[config.mk]
export PLATFORM = sky130hd
export DESIGN_NAME = rmq_div
export DESIGN_NICKNAME = d
export VERILOG_FILES = /design/src/rmq_pkg.sv /design/src/rmq_div.sv
export SDC_FILE = /design/constraint.sdc
export NUM_CORES = 2
export LEC_CHECK = 0
export ABC_CLOCK_PERIOD_IN_PS = 12800
export BUFFER_PORTS_ARGS = -buffer_cell sky130_fd_sc_hd__buf_2
export CAP_MARGIN = 20
export CORE_MARGIN = 1.5
export CORE_UTILIZATION = 50
export CTS_CLUSTER_SIZE = 25
export DETAILED_ROUTE_END_ITERATION = 16
export GPL_ROUTABILITY_DRIVEN = 0
export PLACE_DENSITY = 0.65
export SLEW_MARGIN = 20
export SYNTH_ARGS = -nofsm -noshare
export SYNTH_HDL_FRONTEND = slang
export SYNTH_SLANG_ARGS = --single-unit
[constraint.sdc]
create_clock -name clock -period 12.8 [get_ports clock]
set_clock_uncertainty 0.1 [all_clocks]
set_input_delay 1.92 -clock clock [delete_from_list [all_inputs] [get_ports clock]]
set_output_delay 1.92 -clock clock [all_outputs]
set_load 0.01 [all_outputs]
[src/rmq_pkg.sv]
// ---------------------------------------------------------------------------
// Rotation matrix to quaternion: shared package
// Widths, constants, selection codes and the records that travel between
// the front end, the word queue and the arithmetic back end.
// ---------------------------------------------------------------------------
package rmq_pkg;

   localparam int FRAC_BITS  = 16;
   localparam int DATA_W     = 18;
   localparam int DIFF_W     = DATA_W + 1;
   localparam int TRACE_W    = DATA_W + 2;
   localparam int SRAD_W     = DATA_W + 3;
   localparam int RAD_W      = DATA_W + 1;
   localparam int SQN_W      = RAD_W + FRAC_BITS - 2;
   localparam int ROOT_W     = (SQN_W + 1) / 2;
   localparam int SQ_W       = 2 * ROOT_W;
   localparam int DEN_W      = ROOT_W + 2;
   localparam int NUM_W      = DIFF_W + FRAC_BITS + 1;
   localparam int QUO_W      = DATA_W;
   localparam int CMP_W      = NUM_W + 1;
   localparam int DIV_STAGES = QUO_W + 1;
   localparam int FIFO_DEPTH = 4;
   localparam int FIFO_AW    = 2;

   localparam logic signed [DATA_W-1:0] OUT_MAX = {1'b0, {(DATA_W-1){1'b1}}};
   localparam logic signed [DATA_W-1:0] OUT_MIN = {1'b1, {(DATA_W-1){1'b0}}};
   localparam logic signed [DATA_W-1:0] ONE_Q   = DATA_W'(1 << FRAC_BITS);

   // Which quaternion component receives the half root directly.
   typedef enum logic [1:0] {
      SEL_W,
      SEL_X,
      SEL_Y,
      SEL_Z
   } sel_type;

   typedef struct packed {
      logic [RAD_W-1:0]         rad;
      logic signed [DIFF_W-1:0] d0;
      logic signed [DIFF_W-1:0] d1;
      logic signed [DIFF_W-1:0] d2;
      sel_type                  sel;
      logic                     bad;
   } item_type;

   typedef struct packed {
      logic              vld;
      sel_type           sel;
      logic              bad;
      logic [ROOT_W-1:0] root;
   } meta_type;

endpackage

[src/rmq_div.sv]
// ---------------------------------------------------------------------------
// Rotation matrix to quaternion: pipelined scaled divider
// Computes d * 2^FRAC_BITS / (4 h) rounded to nearest, ties away from zero,
// one quotient bit per stage, saturated to the output range.
// ---------------------------------------------------------------------------
module rmq_div (
   input  logic                               clock,
   input  logic                               en,
   input  logic signed [rmq_pkg::DIFF_W-1:0]  num_in,
   input  logic [rmq_pkg::ROOT_W-1:0]         root_in,
   output logic signed [rmq_pkg::DATA_W-1:0]  quo_out
);

   localparam int NS = rmq_pkg::QUO_W;

   logic [rmq_pkg::NUM_W-1:0] rem_ff [NS+1];
   logic [rmq_pkg::DEN_W-1:0] den_ff [NS+1];
   logic [rmq_pkg::QUO_W-1:0] quo_ff [NS+1];
   logic                      neg_ff [NS+1];
   logic                      ovf_ff [NS+1];

   logic                      neg0, ovf0;
   logic [rmq_pkg::DIFF_W-1:0] mag0;
   logic [rmq_pkg::DEN_W-1:0] den0;
   logic [rmq_pkg::NUM_W-1:0] num0;
   logic [rmq_pkg::QUO_W-1:0] qmag;

   always_comb begin
      neg0 = num_in[rmq_pkg::DIFF_W-1];
      mag0 = neg0 ? rmq_pkg::DIFF_W'(0) - num_in : num_in;
      den0 = {root_in, 2'b00};
      num0 = (rmq_pkg::NUM_W'(mag0) << rmq_pkg::FRAC_BITS)
           + rmq_pkg::NUM_W'(den0 >> 1);
      // Quotient too large for the bit stages: saturate later.
      ovf0 = rmq_pkg::CMP_W'(num0) >= (rmq_pkg::CMP_W'(den0) << NS);
   end

   always_ff @(posedge clock) begin
      if (en) begin
         rem_ff[0] <= num0;
         den_ff[0] <= den0;
         quo_ff[0] <= '0;
         neg_ff[0] <= neg0;
         ovf_ff[0] <= ovf0;
      end
   end

   for (genvar s = 0; s < NS; s++) begin : g_stage
      localparam int B = NS - 1 - s;
      logic [rmq_pkg::CMP_W-1:0] sub;
      logic                      ge;

      always_comb begin
         sub = rmq_pkg::CMP_W'(den_ff[s]) << B;
         ge  = rmq_pkg::CMP_W'(rem_ff[s]) >= sub;
      end

      always_ff @(posedge clock) begin
         if (en) begin
            rem_ff[s+1] <= ge ? rem_ff[s] - sub[rmq_pkg::NUM_W-1:0] : rem_ff[s];
            quo_ff[s+1] <= ge ? quo_ff[s] | (rmq_pkg::QUO_W'(1) << B) : quo_ff[s];
            den_ff[s+1] <= den_ff[s];
            neg_ff[s+1] <= neg_ff[s];
            ovf_ff[s+1] <= ovf_ff[s];
         end
      end
   end

   always_comb begin
      qmag = quo_ff[NS];
      if (ovf_ff[NS] || quo_ff[NS][rmq_pkg::QUO_W-1]) begin
         quo_out = neg_ff[NS] ? rmq_pkg::OUT_MIN : rmq_pkg::OUT_MAX;
      end else begin
         quo_out = neg_ff[NS] ? rmq_pkg::DATA_W'(0) - signed'(qmag) : signed'(qmag);
      end
   end

endmodule

==> results.py <==
metrics = {
    "run_status": {
        "status": "finished, final reports clean",
    },
    "critical_path": {
        "worst_path_most_repeated_cell": "or3_4",
        "cp.required_ns": 10.78,
        "critPathSlowestCell": "edfxtp_1",
        "cp_max_fo": 3,
        "cp.arrival_ns": 4.04,
        "crit_path_start": "quo_ff[18][1]",
        "end_kind": "output pin",
        "start_kind": "register",
        "crit_chain": "or3_4 > or3_4 > or3_4 > or3_4 > or3_4 > or3_4 > or3_4 > o41a_1 > buf_2",
        "r2r_start": "rem_ff[15][4]",
        "cpPeakStageDelay_ns": 0.41,
        "critPathKind": "reg -> out",
    },
    "grt": {
        "grt_pass1_vias": 32600,
        "overflow": 0,
        "antenna_found_initial": 1,
        "grt_pass1_wl_mm": 168,
        "grtUsageTotal_pct": 19.6,
        "grt_max_degree": 206,
    },
    "clock_tree": {
        "cts_setup_buffers": 0,
        "htreeDepth": 3,
        "cts_buffer_depth": 3,
        "cts_made_buffers": 103,
        "clock_sinks": 966,
        "postCtsHoldBufs": 0,
        "cts-root-buf": "clkbuf_16",
        "clk_latency_ns": 0.69,
        "cts_resized": 0,
        "clkSlewWorstSetupHoldPaths_ns": 0.06,
        "tritoncts": "done",
    },
    "job": {
        "maxCapViolCount": 0,
    },
    "pwr": {
        "max-vdd-ir-drop_uv": 122,
        "p_per_area_nw_per_um2": 207,
        "p_leak_uw": 0.0219,
    },
    "yosys": {
        "synth-edff-count": 966,
        "synthTopCellsByCount": "966 x edfxtp_1, 386 x inv_1, 325 x ha_1, 325 x nor2_1, 293 x a21oi_1",
        "synthMostInstantiatedCell": "edfxtp_1",
        "seq_area_frac_synth_pct": 55.9,
        "ys_types": 83,
        "yosys.area.top_type": "edfxtp_1",
        "synthFlopType": "edfxtp_1",
        "synth.ff_latch_count": 966,
        "yosysTopAreaCellShare_pct": 55.9,
        "synth_area_leaders": "edfxtp_1 56%, ha_1 7.8%, xnor2_1 3.3%, xor2_1 3.1%, a21oi_1 2.8%",
        "ys_warn_count": 0,
        "synthCells": 4488,
        "synth.cell_area_um2": 51900,
        "synthArstFlopShare_pct": 0,
        "avgSynthCellArea_um2": 11.6,
    },
    "die": {
        "fp.coreArea_um2": 102000,
        "die-area_um2": 106000,
        "fp.dieW_um": 325,
        "rows": 117,
        "die_h_um": 325,
        "ios": 56,
        "start_util_pct": 50.7,
    },
    "sta": {
        "timing.fmax_mhz": 165,
        "report.final.slew_viol_count": 0,
        "finalCritPeriodShare_pct": 47.3,
        "tightest_slew_ns": 1.19,
        "finalCriticalPeriod_ns": 6.06,
        "hold_viol_final": 0,
        "rsz0062_at_grt": "false",
        "setup_viol": 0,
        "relSlewSlack_pct": 18.3,
        "setup-tns-final_ns": 0,
    },
    "cells_and_area": {
        "stdcell_area_um2": 57200,
        "fillers": 8535,
        "seq_area_um2": 29000,
        "area_delta_synth_final_pct": 10.2,
        "diodes": 0,
        "drive_gt1_share_pct": 6.36,
        "final_nets": 4965,
        "multi_input_area_um2": 21100,
    },
    "placed_design": {
        "place_area_um2": 53800,
        "dp_hpwl_mm": 76.6,
        "port_buffers": 55,
    },
    "routing": {
        "firstDrtPassIters": 5,
        "wl_per_cell_um": 17.3,
        "wl_mm": 104,
        "antenna_left": 0,
        "drt_iter0_drc": 2121,
        "num_vias": 33500,
        "viasPerCell": 5.55,
        "drc": 0,
    },
    "min_path": {
        "hp-class": "reg -> reg",
        "min_from": "quo_ff[17][4]",
    },
}
power breakdown:
| part | total (uW) | internal, uW | switching (uW) |
|---|---|---|---|
| logic | 4000 | 1780 | 2220 |
| clock network | 2920 | 1700 | 1230 |
| registers | 4900 | 4430 | 473 |
final timing paths:
| path | to | slack, ns | depth (start not counted) |
|---|---|---|---|
| hold / removal | quo_ff[18][4] | 0.31 | 0 |
| setup reg to reg | rem_ff[16][35] | 8.69 | 12 |
| hold reg to reg | quo_ff[18][4] | 0.31 | 0 |
| setup / recovery | quo_out[17] | 6.74 | 9 |
cells by family (layout without fill, tap and decap cells):
group	Yosys count	count (layout)	synth area share [%]
DFF	966	966	55.9
and+or+nand+nor	1253	1253	12.2
other	1	2	0.00723
AOI/OAI and AO/OA	979	979	11.7
buffers and inverters	488	667	3.54
adders and majority gates	343	343	8.53
xor gates and xnor gates	378	378	6.38
muxes	80	80	1.70
sequential cells by signal (all words and copies together), names as in the netlist:
name and flops:
rem_ff 625, den_ff 132, ovf_ff 19, neg_ff 19, quo_ff 171
placed cells by master, fill, tap and decap left out, drive strengths merged, types with 29 or more instances in the layout:
cell / count
nand3: 62
nor2b: 71
xnor2: 197
o21a: 64
buf: 79
xor2: 181
a21oi: 294
clkinv: 50
o21ai: 261
nor4: 72
nand2: 281
nor2: 325
inv: 401
nand2b: 63
nor3: 118
ha: 325
o31ai: 29
or4: 29
edfxtp: 966
mux2: 63
a21o: 101
clkbuf: 117
nand4: 60
or3: 49
per-layer routing:
layer / vias to the layer above / GRT usage (%) / wire, um / part of all wire [%]
li1: 16800 / - / - / -
met1: 15800 / 24.7 / 45000 / 43
met2: 711 / 34.2 / 51100 / 49
met3: 199 / 2.71 / 4780 / 4.6
met4: 0 / 7.38 / 3430 / 3.3
met5: - / 0 / 0 / 0
layout make-up:
class                   count  area share [%]
clock inverters            72            1.24
multi-input cells        3035            36.9
repair buffers             79           0.901
inverters                 399            2.62
flip-flops and latches    966            50.7
well taps                1368            2.99
clock buffers             117            4.64
critical path, delay by kind of cell, from the launching register on:
family	cells	cell delay, ns
and+or+nand+nor	7	2.47
DFF	1	0.41
AOI/OAI and AO/OA	1	0.33
buffers and inverters	1	0.15
per-stage QoR:
stage / util [%] / power (uW) / instances / setup slack [ns] / hold slack, ns
finish: 55.9 / 11800 / 6036 / 6.74 / 0.314
global route: 55.9 / 12600 / 6036 / 6.63 / 0.319
CTS: 55.9 / 11900 / 6036 / 6.66 / 0.312
detailed placement: 52.6 / 8910 / 5847 / 6.54 / 0.305
global placement: 52.6 / 8850 / 5847 / 6.66 / 0.301
floorplan: - / 7900 / 4489 / 6.98 / 0.300
(Power assumes the default switching activity.)
