===== src/rmq_pkg.sv =====
// ---------------------------------------------------------------------------
// Rotation matrix to quaternion: shared package
// Widths, constants, selection codes and the records that travel between
// the front end, the word queue and the arithmetic back end.
// ---------------------------------------------------------------------------
package rmq_pkg;

   localparam int FRAC_BITS  = 16;
   localparam int DATA_W     = 18;
   localparam int DIFF_W     = DATA_W + 1;
   localparam int TRACE_W    = DATA_W + 2;
   localparam int SRAD_W     = DATA_W + 3;
   localparam int RAD_W      = DATA_W + 1;
   localparam int SQN_W      = RAD_W + FRAC_BITS - 2;
   localparam int ROOT_W     = (SQN_W + 1) / 2;
   localparam int SQ_W       = 2 * ROOT_W;
   localparam int DEN_W      = ROOT_W + 2;
   localparam int NUM_W      = DIFF_W + FRAC_BITS + 1;
   localparam int QUO_W      = DATA_W;
   localparam int CMP_W      = NUM_W + 1;
   localparam int DIV_STAGES = QUO_W + 1;
   localparam int FIFO_DEPTH = 4;
   localparam int FIFO_AW    = 2;

   localparam logic signed [DATA_W-1:0] OUT_MAX = {1'b0, {(DATA_W-1){1'b1}}};
   localparam logic signed [DATA_W-1:0] OUT_MIN = {1'b1, {(DATA_W-1){1'b0}}};
   localparam logic signed [DATA_W-1:0] ONE_Q   = DATA_W'(1 << FRAC_BITS);

   // Which quaternion component receives the half root directly.
   typedef enum logic [1:0] {
      SEL_W,
      SEL_X,
      SEL_Y,
      SEL_Z
   } sel_type;

   typedef struct packed {
      logic [RAD_W-1:0]         rad;
      logic signed [DIFF_W-1:0] d0;
      logic signed [DIFF_W-1:0] d1;
      logic signed [DIFF_W-1:0] d2;
      sel_type                  sel;
      logic                     bad;
   } item_type;

   typedef struct packed {
      logic              vld;
      sel_type           sel;
      logic              bad;
      logic [ROOT_W-1:0] root;
   } meta_type;

endpackage


===== src/rmq_sqrt.sv =====
// ---------------------------------------------------------------------------
// Rotation matrix to quaternion: pipelined square root
// One root bit per stage, then a rounding stage for the nearest integer.
// The classified word travels alongside.
// ---------------------------------------------------------------------------
module rmq_sqrt (
   input  logic                        clock,
   input  logic                        reset,
   input  logic                        en,
   input  logic                        in_valid,
   input  rmq_pkg::item_type           in_item,
   output logic                        out_valid,
   output rmq_pkg::item_type           out_item,
   output logic [rmq_pkg::ROOT_W-1:0]  out_root
);

   localparam int NS = rmq_pkg::ROOT_W;

   logic [rmq_pkg::SQ_W-1:0]   rem_ff [1:NS];
   logic [rmq_pkg::ROOT_W-1:0] res_ff [1:NS];
   logic                       vld_ff [1:NS];
   rmq_pkg::item_type          item_ff [1:NS];
   logic [rmq_pkg::ROOT_W-1:0] root_ff;

   for (genvar s = 0; s < NS; s++) begin : g_stage
      localparam int B = NS - 1 - s;
      logic [rmq_pkg::SQ_W-1:0]   rem_cur;
      logic [rmq_pkg::ROOT_W-1:0] res_cur;
      logic                       vld_cur;
      rmq_pkg::item_type          item_cur;
      logic [rmq_pkg::SQ_W-1:0]   trial;
      logic [rmq_pkg::SQ_W-1:0]   rem_in;
      logic [rmq_pkg::ROOT_W-1:0] res_in;

      // The first stage works straight from the queue output.
      if (s == 0) begin : g_head
         assign rem_cur  = rmq_pkg::SQ_W'(in_item.rad) << (rmq_pkg::FRAC_BITS - 2);
         assign res_cur  = '0;
         assign vld_cur  = in_valid;
         assign item_cur = in_item;
      end else begin : g_body
         assign rem_cur  = rem_ff[s];
         assign res_cur  = res_ff[s];
         assign vld_cur  = vld_ff[s];
         assign item_cur = item_ff[s];
      end

      always_comb begin
         trial = (rmq_pkg::SQ_W'(res_cur) << (B + 1)) + (rmq_pkg::SQ_W'(1) << (2 * B));
         if (rem_cur >= trial) begin
            rem_in = rem_cur - trial;
            res_in = res_cur | (rmq_pkg::ROOT_W'(1) << B);
         end else begin
            rem_in = rem_cur;
            res_in = res_cur;
         end
      end

      always_ff @(posedge clock) begin
         if (reset) begin
            vld_ff[s+1] <= 1'b0;
         end else if (en) begin
            vld_ff[s+1] <= vld_cur;
         end
      end

      always_ff @(posedge clock) begin
         if (en) begin
            rem_ff[s+1]  <= rem_in;
            res_ff[s+1]  <= res_in;
            item_ff[s+1] <= item_cur;
         end
      end
   end

   // Round up when the remainder exceeds the floor root.
   always_ff @(posedge clock) begin
      if (reset) begin
         out_valid <= 1'b0;
      end else if (en) begin
         out_valid <= vld_ff[NS];
      end
   end

   always_ff @(posedge clock) begin
      if (en) begin
         root_ff  <= (rem_ff[NS] > rmq_pkg::SQ_W'(res_ff[NS])) ? res_ff[NS] + 1'b1
                                                                 : res_ff[NS];
         out_item <= item_ff[NS];
      end
   end

   assign out_root = root_ff;

endmodule


===== config.mk =====
export PLATFORM = sky130hd
export DESIGN_NAME = rmq_sqrt
export DESIGN_NICKNAME = d
export VERILOG_FILES = /design/src/rmq_pkg.sv /design/src/rmq_sqrt.sv
export SDC_FILE = /design/constraint.sdc
export NUM_CORES = 2
export LEC_CHECK = 0
export ABC_AREA = 1
export BUFFER_PORTS_ARGS = -buffer_cell sky130_fd_sc_hd__buf_2
export CAP_MARGIN = 20
export CORE_MARGIN = 3
export CORE_UTILIZATION = 51
export CTS_CLUSTER_DIAMETER = 40
export DETAILED_ROUTE_END_ITERATION = 8
export PLACE_DENSITY = 0.7
export SYNTH_ARGS = -nofsm -noshare
export SYNTH_HDL_FRONTEND = slang
export SYNTH_SLANG_ARGS = --single-unit

===== constraint.sdc =====
create_clock -name clock -period 2.1 [get_ports clock]
set_input_delay 0.21 -clock clock [delete_from_list [all_inputs] [get_ports clock]]
set_output_delay 0.21 -clock clock [all_outputs]
set_load 0.005 [all_outputs]

==> flow_summary.yaml <==
layout:
  drive_gt1_share_pct: 30.3
  diodes: 0
  syn_to_final_growth_pct: 29.4
  final_util_pct: 66.8
  final_cell_area_um2: 96600
  n_fill_cell: 9982
  nets: 6864
run_status:
  violations: "setup timing"
  status: "complete, but fails checks"
clock_tree:
  clock_path_buffers: 3
  cts_max_level: 4
  clk_pin_slew_ns: 0.06
  clkLatencyLatePin_ns: 0.81
  cts-root-buf: "clkbuf_16"
  cts_sinks: 1909
  cts_tree: "built"
  numCtsBuffers: 227
detailed_routing:
  drtIter0Drc: 2805
  first_pass_iters: 5
  ant_nets: 0
  totalWireLength_um: 148000
  vias: 43300
  drc: 0
  via_per_inst: 4.98
  wl_per_cell_um: 17.0
floorplanning:
  core_region_area_um2: 145000
  initial_core_util_pct: 51.6
  fp.dieW_um: 388
  die_h_um: 388
  row_count: 139
  ios: 180
  die_area_um2: 151000
logic_synthesis:
  synth_cells: 5404
  yosysMostFrequentCell: "edfxtp_1"
  ys_ff_latch: 1909
  ys_types: 51
  syn_area_um2: 74600
  synth_top_cell_area_share_pct: 76.8
  ys_seq_area_share_pct: 76.8
  synth_flop_cell: "edfxtp_1"
  synth.avg_cell_area_um2: 13.8
  async_flop_share_pct: 0
  ys_warn_count: 0
  synth_edf_count: 1908
  synth_common_cells: "edfxtp_1 (1,908), nand2_1 (1,194), inv_1 (651), nor2_1 (387), nand3_1 (257)"
  synth.area.top_cells: "edfxtp_1 (77%), nand2_1 (6.0%), inv_1 (3.3%)"
  synth_largest_area_cell: "edfxtp_1"
global_route:
  grt_util_all_layers_pct: 19.0
  grt_pass1_vias: 42600
  grt_pass1_wl_um: 226000
  antenna_found_initial: 0
  grt_start_max_net_pins: 128
  grt_overflow_total: 0
power_and_ir_drop:
  internal_power_w: 0.0745
  power_density_nw_per_um2: 1030
  pwr-share-comb_pct: 13.3
  seqPwrFrac_pct: 47.6
  swShare_pct: 25.2
  peakVddDrop_uv: 1020
  power_switching_w: 0.0251
  p_total_w: 0.0996
  p_clk_share_pct: 39.1
  power.static_leakage_nw: 38.2
setup_path:
  end_kind: "flop"
  arrival_ns: 2.79
  crit_path_max_fanout: 6
  critPathMaxStageDelay_ns: 0.52
  path_cells: "ha_4 -> inv_1 -> o21bai_4 -> nor2_4 -> nand2_2 -> nor2_4 -> nand2_8 -> buf_4 -> buf_12 -> nand2_1 -> nand2_2"
  cpMaxStageDelayCell: "edfxtp_1"
  crit_type: "flop to flop"
  crit_required_ns: 2.64
  cp-start-kind: "flop"
timing:
  max_freq_ghz: 0.444
  grt_setup_unrepaired: "yes"
  relSlewSlack_pct: 52.5
  finalSetupViolCount: 145
  finClkSkew_ns: 0.0413
  report.final.slew_viol_count: 0
  worst_slew_pin_slew_ns: 0.711
  min_period_over_period_pct: 107
  hold_violations: 0
  fin_crit_ns: 2.25
  finalWorstSetupSlack_ns: -0.151
place:
  place.gp.congestion: 0.923
  port_buffers: 179
  postPlaceCellArea_um2: 82300
  hpwl_um: 97000
min_path:
  hp-class: "input pin to flop"
flow_run:
  maxCapViolations: 0
-- worst max-delay path: cells and delay by family, from the launching register on --
family                     cells  cell delay [ns]
AOI/OAI and AO/OA              1             0.10
DFF                            1             0.52
buffers and inverters          3             0.40
adders and majority gates      1             0.30
and+or+nand+nor                6             0.64
-- cells in the final DEF, fill, tap and decap left out, types with 21 or more instances in the layout --
cell type / n
nand3b_1: 34
bufinv_16: 22
clkinv_1: 30
a21oi_1: 87
inv_1: 574
nand3_1: 189
edfxtp_1: 1908
xnor2_1: 55
a21oi_4: 29
clkbuf_16: 237
dlygate4sd3_1: 83
buf_2: 178
inv_6: 44
a21oi_2: 89
nor2_2: 36
nand2_4: 65
nor2_4: 21
nand3_4: 22
xor2_1: 77
o21ai_0: 63
buf_6: 30
buf_4: 636
nand3_2: 54
inv_8: 21
nor2_1: 342
o21ai_1: 33
nor3_1: 48
clkinv_2: 21
ha_4: 78
clkbuf_1: 22
nand2_1: 973
inv_2: 78
buf_12: 51
ha_1: 84
nand2_2: 164
o21ai_2: 45
nand4_1: 71
-- layout make-up --
type / count / area, µm² / share of cell area, %
Timing Repair inverter: 8 / 97.6 / 0.101
Inverter: 661 / 2570 / 2.66
Clock buffer: 250 / 5790 / 5.99
Tap cell: 1903 / 2380 / 2.47
Timing Repair Buffer: 994 / 8210 / 8.50
Sequential cell: 1909 / 57300 / 59.3
Clock inverter: 172 / 1990 / 2.06
Multi-Input combinational cell: 2801 / 18200 / 18.9
-- flip-flops by register name, indices dropped and copies added (netlist names) --
register and cells:
res_ff 153, out_valid 1, out_item 79, vld_ff 17, rem_ff 299, item_ff 1343
out_root 17
-- cell families (layout without fill, tap and decap cells) --
group / Yosys count / after routing / synth area share, %
AOI/OAI and AO/OA: 378 / 378 / 2.76
xor gates and xnor gates: 143 / 143 / 1.68
adders and majority gates: 179 / 179 / 3.07
buffers and inverters: 696 / 2085 / 3.73
DFF: 1909 / 1909 / 76.8
other: 1 / 2 / 0.00503
and+or+nand+nor: 2098 / 2099 / 11.9
-- power by group through the flow --
stage / clock, W / combinational (W) / sequential (W)
floorplan: 0 / 0.00609 / 0.0472
global placement: 0 / 0.0107 / 0.0479
detailed placement: 0 / 0.0108 / 0.0480
CTS: 0.0400 / 0.0116 / 0.0473
global route: 0.0417 / 0.0147 / 0.0476
finish: 0.0390 / 0.0133 / 0.0474
-- timing repair --
action	in CTS	in global routing
gates resized for setup	331	638
buffers inserted	53	119
endpoints found under the setup margin	241	294
endpoints found under the hold margin	211	0
pin swaps	56	170
gates cloned	10	14
hold buffers	83	0
-- per-layer routing --
layer | GRT usage [%] | vias to the layer above | share of wire (%)
li1 | - | 21300 | -
met1 | 24.1 | 20700 | 42
met2 | 33.0 | 932 | 51
met3 | 3.12 | 298 | 3.9
met4 | 7.37 | 0 | 3.8
met5 | 0 | - | 0
-- worst paths after layout --
check             cells after the start      startpoint  slack [ns]        endpoint
setup / recovery                     11  rem_ff[0][495]       -0.15  rem_ff[0][520]
hold reg to reg                       0  item_ff[3][59]        0.40  item_ff[4][59]
hold / removal                        2     in_item[36]        0.09  item_ff[1][36]
setup reg to reg                     11  rem_ff[0][495]       -0.15  rem_ff[0][520]
-- per-stage QoR --
| step | setup TNS, ns | worst slack, ns | hold WS (ns) | cells |
|---|---|---|---|---|
| finish | -9.35 | -0.151 | 0.0909 | 8698 |
| global route | -26.14 | -0.230 | 0.0377 | 8698 |
| CTS | -7.01 | -0.140 | 0.0220 | 8575 |
| detailed placement | -25.28 | -0.337 | 0.388 | 8011 |
| global placement | -20.37 | -0.318 | 0.379 | 8011 |
| floorplan | -0.432 | -0.0451 | 0.279 | 5405 |
No activity file was read; power rests on OpenSTA's default activity.
