`config.mk`:
```
export PLATFORM = sky130hd
export DESIGN_NAME = rmq_fifo
export DESIGN_NICKNAME = d
export VERILOG_FILES = /design/src/rmq_pkg.sv /design/src/rmq_fifo.sv
export SDC_FILE = /design/constraint.sdc
export NUM_CORES = 1
export LEC_CHECK = 0
export ABC_AREA = 0
export BUFFER_PORTS_ARGS = -buffer_cell sky130_fd_sc_hd__buf_2
export CELL_PAD_IN_SITES_DETAIL_PLACEMENT = 0
export CELL_PAD_IN_SITES_GLOBAL_PLACEMENT = 1
export CORE_MARGIN = 4
export CORE_UTILIZATION = 35
export CTS_CLUSTER_SIZE = 10
export DETAILED_ROUTE_END_ITERATION = 7
export PLACE_DENSITY_LB_ADDON = 0.1
export SYNTH_ARGS = -nofsm -noshare
export SYNTH_HDL_FRONTEND = slang
export SYNTH_SLANG_ARGS = --single-unit
```
`constraint.sdc`:
```
create_clock -name clock -period 4.1 [get_ports clock]
set_clock_uncertainty 0.05 [all_clocks]
set_input_delay 0.82 -clock clock [delete_from_list [all_inputs] [get_ports clock]]
set_output_delay 0.82 -clock clock [all_outputs]
set_load 0.02 [all_outputs]
```
`src/rmq_pkg.sv`:
```
// ---------------------------------------------------------------------------
// Rotation matrix to quaternion: shared package
// Widths, constants, selection codes and the records that travel between
// the front end, the word queue and the arithmetic back end.
// ---------------------------------------------------------------------------
package rmq_pkg;

   localparam int FRAC_BITS  = 16;
   localparam int DATA_W     = 18;
   localparam int DIFF_W     = DATA_W + 1;
   localparam int TRACE_W    = DATA_W + 2;
   localparam int SRAD_W     = DATA_W + 3;
   localparam int RAD_W      = DATA_W + 1;
   localparam int SQN_W      = RAD_W + FRAC_BITS - 2;
   localparam int ROOT_W     = (SQN_W + 1) / 2;
   localparam int SQ_W       = 2 * ROOT_W;
   localparam int DEN_W      = ROOT_W + 2;
   localparam int NUM_W      = DIFF_W + FRAC_BITS + 1;
   localparam int QUO_W      = DATA_W;
   localparam int CMP_W      = NUM_W + 1;
   localparam int DIV_STAGES = QUO_W + 1;
   localparam int FIFO_DEPTH = 4;
   localparam int FIFO_AW    = 2;

   localparam logic signed [DATA_W-1:0] OUT_MAX = {1'b0, {(DATA_W-1){1'b1}}};
   localparam logic signed [DATA_W-1:0] OUT_MIN = {1'b1, {(DATA_W-1){1'b0}}};
   localparam logic signed [DATA_W-1:0] ONE_Q   = DATA_W'(1 << FRAC_BITS);

   // Which quaternion component receives the half root directly.
   typedef enum logic [1:0] {
      SEL_W,
      SEL_X,
      SEL_Y,
      SEL_Z
   } sel_type;

   typedef struct packed {
      logic [RAD_W-1:0]         rad;
      logic signed [DIFF_W-1:0] d0;
      logic signed [DIFF_W-1:0] d1;
      logic signed [DIFF_W-1:0] d2;
      sel_type                  sel;
      logic                     bad;
   } item_type;

   typedef struct packed {
      logic              vld;
      sel_type           sel;
      logic              bad;
      logic [ROOT_W-1:0] root;
   } meta_type;

endpackage

```
`src/rmq_fifo.sv`:
```
// ---------------------------------------------------------------------------
// Rotation matrix to quaternion: word queue
// Small first-in first-out queue that decouples the front end from the
// arithmetic back end.
// ---------------------------------------------------------------------------
module rmq_fifo (
   input  logic              clock,
   input  logic              reset,
   input  logic              push_valid,
   output logic              push_ready,
   input  rmq_pkg::item_type push_item,
   output logic              pop_valid,
   input  logic              pop_ready,
   output rmq_pkg::item_type pop_item
);

   rmq_pkg::item_type               mem_ff [rmq_pkg::FIFO_DEPTH];
   logic [rmq_pkg::FIFO_AW-1:0]     wr_ptr_ff, wr_ptr_in, rd_ptr_ff, rd_ptr_in;
   logic [rmq_pkg::FIFO_AW:0]       cnt_ff, cnt_in;
   logic                            push, pop;

   assign push_ready = (cnt_ff != (rmq_pkg::FIFO_AW+1)'(rmq_pkg::FIFO_DEPTH));
   assign pop_valid  = (cnt_ff != '0);
   assign push       = push_valid && push_ready;
   assign pop        = pop_valid && pop_ready;
   assign pop_item   = mem_ff[rd_ptr_ff];

   always_comb begin
      wr_ptr_in = push ? wr_ptr_ff + 1'b1 : wr_ptr_ff;
      rd_ptr_in = pop ? rd_ptr_ff + 1'b1 : rd_ptr_ff;
      cnt_in    = cnt_ff + (rmq_pkg::FIFO_AW+1)'(push) - (rmq_pkg::FIFO_AW+1)'(pop);
   end

   always_ff @(posedge clock) begin
      if (reset) begin
         wr_ptr_ff <= '0;
         rd_ptr_ff <= '0;
         cnt_ff    <= '0;
      end else begin
         wr_ptr_ff <= wr_ptr_in;
         rd_ptr_ff <= rd_ptr_in;
         cnt_ff    <= cnt_in;
      end
   end

   always_ff @(posedge clock) begin
      if (push) begin
         mem_ff[wr_ptr_ff] <= push_item;
      end
   end

   a_cnt_bound: assert property (@(posedge clock) disable iff (reset)
      cnt_ff <= (rmq_pkg::FIFO_AW+1)'(rmq_pkg::FIFO_DEPTH))
      else $error("queue count above depth");

   a_cnt_track: assert property (@(posedge clock) disable iff (reset)
      push && !pop |=> cnt_ff == $past(cnt_ff) + 1'b1)
      else $error("queue count lost a push");

endmodule

```
==> impl_metrics.toml, run 1 <==
[run_status]
status = "completed"

[sta]
fin_crit_ns = 3.23
rsz0062_at_grt = "no"
finalSetupViolCount = 0
slew_violations = 0
finalCritPeriodShare_pct = 78.7
tightest_slew_ns = 0.596
slew_headroom_pct = 60.3
finalSetupTns_ns = 0
max_freq_mhz = 310
hold_viol_final = 0

[setup_path]
worstPathRequired_ns = 3.23
endpoint = "pop_item[72]"
end_kind = "output pin"
cp_num_buf_inv = 2
critPathMaxFanout = 21
cp.depth = 3
r2r_slack_ns = 1.47
max_stage_delay_ns = 0.66
cp_slowest_cell = "dfxtp_4"
path_delay_family = "flip-flops"
r2r_start = "cnt_ff[1]$_SDFF_PP0_"
cp-start-kind = "flip-flop"
r2r_end = "cnt_ff[2]$_SDFF_PP0_"
cp.arrival_ns = 2.36
r2r_cells = 11
worstSetupPathType = "reg -> out"
crit_path_cell_trace = "buf_4 > mux4_2 > buf_2"

[synth]
async_flop_share_pct = 0
ys_types = 25
syn_avg_cell_area_um2 = 25.6
synth_fa_ha_area_share_pct = 0.803
synth_common_cells = "edfxtp_1 (316), mux4_2 (79), buf_2 (9), dfxtp_1 (9), nor2_1 (8)"
synth_cells = 462
yosysMostFrequentCell = "edfxtp_1"
synth.largest_area_cell = "edfxtp_1"
synth-simple-area-share_pct = 0.803
synth_warnings = 0
synth_compound_area_share_pct = 0.211
ys_ff_latch = 325
syn_area_mm2 = 0.0118
ys.flop_type = "edfxtp_1"
seq_area_frac_synth_pct = 81.6
synthMuxAreaShare_pct = 15.2
synth_top_family_by_area = "multiplexers"
synth_xor_xnor_area_share_pct = 0.222
synth_nets = 552
yosys.area.top_type_share_pct = 80.1
synth_edf_count = 316
synth.area.top_cells = "edfxtp_1 (80%), mux4_2 (15%), dfxtp_1 (1.5%)"

[cts]
post_cts_buffers = 0
cts_tree = "built"
cts_resized = 0
clkSinkCount = 325
cts_max_path_buffers = 3
clkTransAtPathRegs_ns = 0.05
cts_inserted_buffers = 39
ctsHtreeMaxLevel = 2
clkLatencyLatePin_ns = 0.51
ctsHoldBuffers = 0
cts-root-buf = "clkbuf_16"

[global_routing]
gr-total-overflow = 0
grt_max_degree = 54
grt_usage_pct = 13.2
grt_pass1_wl_mm = 36.3
grt_pass1_vias = 5880
antenna_found_initial = 5

[drt]
ant_nets = 0
via_count = 5389
drcViolationCount = 0
drt_pass1_iterations = 4
dr.first_iter.drc_count = 233
wl_mm = 24.2
routedWlPerCell_um = 21.3
via_per_inst = 4.75

[power_and_ir_drop]
max-vdd-ir-drop_v = 0.000428
power-per-cell-area_mw_per_mm2 = 664
p_total_mw = 9.56
power_leakage_nw = 4.82

[die]
pin_count = 164
die_area_mm2 = 0.0369
die_w_um = 192
die_h_um = 192
coreArea_mm2 = 0.0334
num_rows = 67
start_util_pct = 35.4

[cells_and_area]
design_area_mm2 = 0.0144
area_growth_pct = 21.6
fin_nets = 756
post-route-util_pct = 43.1
layout-drive-gt1-share_pct = 45.5
fin_cells = 1134
diodes = 0

[placed_design]
place.gp.congestion = 0.687
place_inst = 1073
dpl.hpwl_mm = 15.1
place_area_mm2 = 0.0133
numPortBuffers = 163

[hold_path]
hold_path_class = "reg -> reg"

[run]
maxCapViolations = 0
## metrics by stage
| stage | hold WS, ns | setup WS (ns) |
|---|---|---|
| after global placement | 0.447 | 1.16 |
| after floorplan | 0.432 | 0.529 |
| after CTS | 0.452 | 0.755 |
| after global routing | 0.461 | 0.669 |
| after detailed placement | 0.466 | 1.11 |
| final | 0.475 | 0.872 |
## tightest hold or removal path, delay by kind of cell, from the launching register on
family        cells  cell delay, ns
flops             1            0.34
simple gates      1            0.08
mux               1            0.06
## worst min path at each step
stage,startpoint,slack (ns),to,cells after the start
4_1_cts,push_item[62],0.45,mem_ff[2][62]$_DFFE_PP_,1
3_3_place_gp,wr_ptr_ff[1]$_SDFFE_PP0P_,0.45,wr_ptr_ff[1]$_SDFFE_PP0P_,2
5_1_grt,push_item[9],0.46,mem_ff[1][9]$_DFFE_PP_,1
6_report,wr_ptr_ff[1]$_SDFFE_PP0P_,0.48,wr_ptr_ff[1]$_SDFFE_PP0P_,2
2_1_floorplan,wr_ptr_ff[1]$_SDFFE_PP0P_,0.43,wr_ptr_ff[1]$_SDFFE_PP0P_,2
3_5_place_dp,rd_ptr_ff[1]$_SDFFE_PP0P_,0.47,flip-flop,2
## cells by family after synthesis
group,count (synthesis)
fa+ha+maj,7
mux,81
simple gates,19
compound gates,3
flops,325
xor+xnor,3
buf+inv,24
## power by group
group | switching [mW] | total (mW) | internal [mW]
combinational | 1.34 | 2.30 | 0.959
sequential | 0.176 | 4.25 | 4.08
clock | 1.18 | 3.01 | 1.83
## placed cells by master (no fill, tap or decap), drive strengths merged
master / count
edfxtp: 316
buf: 182
mux4: 79
clkbuf: 58
dfxtp: 9
nor2: 8
ha: 6
inv: 5
and2: 5
clkinv: 3
xor2: 2
nand2b: 2
o31a: 1
nand2: 1
a21boi: 1
or3: 1
nor2b: 1
mux2: 1
xnor2: 1
o311ai: 1
mux2i: 1
nor3: 1
fa: 1
## layout make-up
class	instances	area, um2
Fill cell	2920	19000
Sequential cell	325	9680
Multi-Input combinational cell	113	2050
Clock buffer	58	1100
Timing Repair Buffer	182	983
Tap cell	448	561
Inverter	5	18.8
Clock inverter	3	13.8
## metal layers
metal  up-vias  wire [um]  global-route usage (%)
li1       2371          -                       -
met3        50       1540                    3.69
met5         -         56                       0
met4        10        552                    3.62
met1      2802      10500                    18.0
met2       156      11500                    20.9
## flip-flops by register name (all words and copies together) (netlist names), named ones only
register	cells
cnt_ff	3
mem_ff	316
rd_ptr_ff	2
wr_ptr_ff	2
No activity file was read; power rests on OpenSTA's default activity.
==> run 2, diff against run 1 <==
==> constraint.sdc (replaced) <==
create_clock -name clock -period 2.9 [get_ports clock]
set_clock_uncertainty 0.05 [all_clocks]
set_input_delay 0.58 -clock clock [delete_from_list [all_inputs] [get_ports clock]]
set_output_delay 0.58 -clock clock [all_outputs]
set_load 0.02 [all_outputs]
==> run 2 against run 1 <==
Against the previous run: total power increased by 41%; sequential share of layout area decreased by 0.17 points; design area increased by 0.25%; clock power increased by 39%.
==> impl_metrics.toml, run 2 (synthesized netlist as in run 1, its figures left out) <==
[run_status]
status = "completed"

[cts]
cts_inserted_buffers = 39
cts_tree = "built"
clkLatencyLatePin_ns = 0.50
cts_resized = 0
cts-root-buf = "clkbuf_16"
clkTransAtPathRegs_ns = 0.06
ctsHoldBuffers = 0
ctsHtreeMaxLevel = 2
clkSinkCount = 325
post_cts_buffers = 0
cts_max_path_buffers = 3

[die]
coreArea_mm2 = 0.0334
die_area_mm2 = 0.0369
pin_count = 164
start_util_pct = 35.4
die_w_um = 192
num_rows = 67
die_h_um = 192

[cells_and_area]
diodes = 0
top_register = "mem_ff"
final_common_cell = "edfxtp_1"
reg.largest.list = "mem_ff: 316 flops, cnt_ff: 3 flops"
largest_reg_flops = 316
mostFrequentLayoutCells = "edfxtp_1 (316), buf_2 (163), mux4_2 (79), clkbuf_16 (41), buf_12 (11)"
layout-drive-gt1-share_pct = 45.5
area_growth_pct = 21.9
post-route-util_pct = 43.2
fin_nets = 750

[placed_design]
dpl.hpwl_mm = 14.1
numPortBuffers = 163
place.gp.congestion = 0.721

[setup_path]
worstPathRequired_ns = 2.27
cp.arrival_ns = 2.09
cp_num_buf_inv = 2
crit_path_cell_trace = "buf_12 > mux4_2 > buf_2"
cp.depth = 3
r2r_cells = 11
cp_slowest_cell = "mux4_2"
critPathMaxFanout = 53
path_delay_family = "multiplexers"
max_stage_delay_ns = 0.59
r2r_end = "cnt_ff[2]$_SDFF_PP0_"
cp-start-kind = "flip-flop"
r2r_start = "cnt_ff[1]$_SDFF_PP0_"
r2r_slack_ns = 0.53
worstSetupPathType = "reg -> out"
end_kind = "output pin"

[power_and_ir_drop]
power-per-cell-area_mw_per_mm2 = 934
power_leakage_nw = 4.80
max-vdd-ir-drop_v = 0.000529

[drt]
via_count = 5327
drt_pass1_iterations = 4
drcViolationCount = 0
dr.first_iter.drc_count = 189
ant_nets = 0
wl_mm = 23.9
via_per_inst = 4.76
routedWlPerCell_um = 21.3

[global_routing]
grt_usage_pct = 13.1
gr-total-overflow = 0
grt_pass1_vias = 6007
grt_max_degree = 58
antenna_found_initial = 2
grt_pass1_wl_mm = 36.0

[sta]
slew_violations = 0
hold_viol_final = 0
finalSetupTns_ns = 0
max_freq_mhz = 367
fin_crit_ns = 2.72
slew_headroom_pct = 66.7
finalCritPeriodShare_pct = 93.8
tightest_slew_ns = 0.500
rsz0062_at_grt = "no"
finalSetupViolCount = 0

[hold_path]
hold_path_class = "in -> reg"
whs_endpoint = "mem_ff[2][51]$_DFFE_PP_"
holdPathStages = 1
min_from = "push_item[51]"

[run]
maxCapViolations = 0
run 2: cell types whose count changed in the layout (fill, tap and decap cells not counted), sizes merged:
cell / change
buf: -6
clkbuf: -10
clkinv: +1
run 2: cell type report:
class | count | area [um2]
Clock inverter | 4 | 20.0
Fill cell | 2897 | 19000
Tap cell | 448 | 561
Inverter | 5 | 18.8
Sequential cell | 325 | 9680
Multi-Input combinational cell | 113 | 2050
Timing Repair Buffer | 176 | 1050
Clock buffer | 48 | 1060
run 2: layer usage:
metal | track usage [%] | part of all wire [%] | wire length [um]
met5 | 0 | 0.088 | 21
met4 | 3.02 | 1.7 | 416
met3 | 4.20 | 7.1 | 1690
met2 | 21.8 | 49 | 11700
met1 | 16.8 | 42 | 10000
run 2: worst max-delay path by stage:
stage | startpoint | end
finish | flip-flop | pop_item[74]
global route | flip-flop | pop_item[74]
CTS | flip-flop | pop_item[3]
detailed placement | push_valid | cnt_ff[2]$_SDFF_PP0_
global placement | push_valid | cnt_ff[2]$_SDFF_PP0_
floorplan | push_valid | mem_ff[0][0]$_DFFE_PP_
run 2: through the flow:
step / instances / setup WS (ns) / power (mW) / hold slack, ns / cell area [um2]
2_1_floorplan: 462 / 0.422 / 8.29 / 0.432 / 11900
3_3_place_gp: 1067 / 0.534 / 9.48 / 0.446 / 13400
3_5_place_dp: 1067 / 0.418 / 9.54 / 0.469 / 13400
4_1_cts: 1119 / 0.0760 / 13.8 / 0.217 / 14400
5_1_grt: 1119 / 0.0335 / 14.2 / 0.215 / 14400
6_report: 1119 / 0.179 / 13.5 / 0.239 / 14400
run 2: where the power goes:
group | total (mW) | internal (mW) | switching [mW]
logic | 3.38 | 1.40 | 1.98
clock network | 4.17 | 2.54 | 1.64
registers | 5.93 | 5.76 | 0.164
total | 13.5 | 9.70 | 3.79
==> run 3, diff against run 2 <==
==> constraint.sdc (replaced) <==
create_clock -name clock -period 2.9 [get_ports clock]
set_clock_uncertainty 0.05 [all_clocks]
set_input_delay 0.145 -clock clock [delete_from_list [all_inputs] [get_ports clock]]
set_output_delay 0.145 -clock clock [all_outputs]
set_load 0.02 [all_outputs]
==> run 3 against run 2 <==
Against the previous run: routed wire length increased by 1.9%; total power rose by 0.54%; sequential power rose by 1%; largest power group unchanged; design area is 5.5% higher; first-iteration DRC count up 46%; clock-buffer cell count is 1 lower; critical endpoint is now cnt_ff[2]$_SDFF_PP0_; largest cell class unchanged.
==> impl_metrics.toml, run 3 (synthesized netlist as in run 1, its figures left out) <==
[hold_path]
holdPathStages = 4
hold_path_class = "in -> reg"

[cells_and_area]
fillerInstances = 2851
top_register = "mem_ff"
multi_input_area_mm2 = 0.00205
largest_reg_flops = 316
reg.largest.list = "mem_ff: 316 flops, cnt_ff: 3 flops"
layout-drive-gt1-share_pct = 40.8
seqCellArea_mm2 = 0.00968
area_growth_pct = 28.6
fin_nets = 832
diodes = 0
final_common_cell = "edfxtp_1"
post-route-util_pct = 45.6
design_area_mm2 = 0.0152
mostFrequentLayoutCells = "edfxtp_1 (316), buf_2 (163), dlygate4sd3_1 (80), mux4_2 (79), clkbuf_16 (39)"

[drt]
wl_mm = 24.3
via_count = 5723
routedWlPerCell_um = 20.2
dr.first_iter.drc_count = 276
drcViolationCount = 0
drt_pass1_iterations = 4
via_per_inst = 4.76
ant_nets = 0

[global_routing]
antenna_found_initial = 0
gr-total-overflow = 0
grt_usage_pct = 13.3
grt_max_degree = 33
grt_pass1_vias = 6337
grt_pass1_wl_mm = 37.1

[sta]
finalSetupTns_ns = 0
rsz0062_at_grt = "no"
tightest_slew_ns = 0.517
finalSetupViolCount = 0
holdWs_ns = 0.0802
slew_violations = 0
slew_headroom_pct = 65.5
max_freq_mhz = 408
hold_viol_final = 0
fin_crit_ns = 2.45
finalCritPeriodShare_pct = 84.4
setup_ws_ns = 0.452

[cts]
clkSinkCount = 325
cts-root-buf = "clkbuf_16"
ctsHtreeMaxLevel = 2
post_cts_buffers = 0
cts_max_path_buffers = 3
clkTransAtPathRegs_ns = 0.05
clkLatencyLatePin_ns = 0.51
cts_inserted_buffers = 39
cts_tree = "built"

[placed_design]
place_area_mm2 = 0.0134
dpl.hpwl_mm = 14.8
place.gp.congestion = 0.705
place_ws_ns = 0.443
numPortBuffers = 163

[setup_path]
worstSetupPathType = "reg -> reg"
critPathMaxFanout = 7
end_kind = "flip-flop"
worstPathRequired_ns = 3.28
r2r_cells = 12
cp-start-kind = "flip-flop"
cp.arrival_ns = 2.83

[die]
die_area_mm2 = 0.0369
die_h_um = 192
coreArea_mm2 = 0.0334
die_w_um = 192
pin_count = 164
num_rows = 67
start_util_pct = 35.4

[run_status]
status = "completed"

[power_and_ir_drop]
power-per-cell-area_mw_per_mm2 = 890
max-vdd-ir-drop_v = 0.000477
power_leakage_nw = 5.13

[run]
maxCapViolations = 0
[run 3: changes by cell type in the layout (fill, tap and decap cells not counted), sizes merged]
cell	change
buf	+2
clkbuf	-1
clkinv	-1
dlygate4sd3	+80
inv	+3
clkinvlp	+1
[run 3: cell type report]
class                      count  share of cell area [%]
clock buffer                  47                    6.60
clock inverter                 7                   0.304
inverter                       5                   0.123
multi-input combinational    113                    13.5
sequential                   325                    63.5
tap                          448                    3.68
timing repair buffer         258                    12.3
[run 3: power by group]
part / internal (mW) / switching (mW) / total, mW
Sequential: 5.76 / 0.225 / 5.99
Combinational: 1.50 / 1.96 / 3.47
Clock: 2.43 / 1.68 / 4.11
[run 3: path summary, 6_finish.rpt]
path	from	to	slack, ns
setup / recovery	cnt_ff[1]$_SDFF_PP0_	cnt_ff[2]$_SDFF_PP0_	0.45
hold / removal	pop_ready	rd_ptr_ff[1]$_SDFFE_PP0P_	0.08
setup reg to reg	cnt_ff[1]$_SDFF_PP0_	cnt_ff[2]$_SDFF_PP0_	0.45
hold reg to reg	wr_ptr_ff[1]$_SDFFE_PP0P_	wr_ptr_ff[1]$_SDFFE_PP0P_	0.47
[run 3: worst max-delay path: stages, from the launching register on]
cell,delay (ns)
dfxtp_1,0.45
nor2_1,0.10
a21boi_1,0.16
buf_4,0.18
inv_1,0.05
ha_1,0.28
inv_1,0.05
ha_1,0.13
inv_1,0.05
fa_1,0.41
xor2_1,0.18
and2_1,0.17
nor3_1,0.12
[run 3: metrics by stage]
step	power (mW)	std cells
CTS	13.9	1203
global placement	9.53	1069
finish	13.6	1203
detailed placement	9.59	1069
floorplan	8.29	462
global route	14.2	1203
[run 3: per-layer routing]
layer  track usage (%)  share of wire (%)
met5                 0                  0
met4              3.10                1.5
met3              3.40                6.3
met2              21.8                 49
met1              17.9                 44
[run 3: repair_timing]
action                                 4_1_cts  5_1_grt
hold buffers                                80        0
gates resized for setup                      0        0
setup endpoints to repair                    0        0
endpoints found under the hold margin      325        0
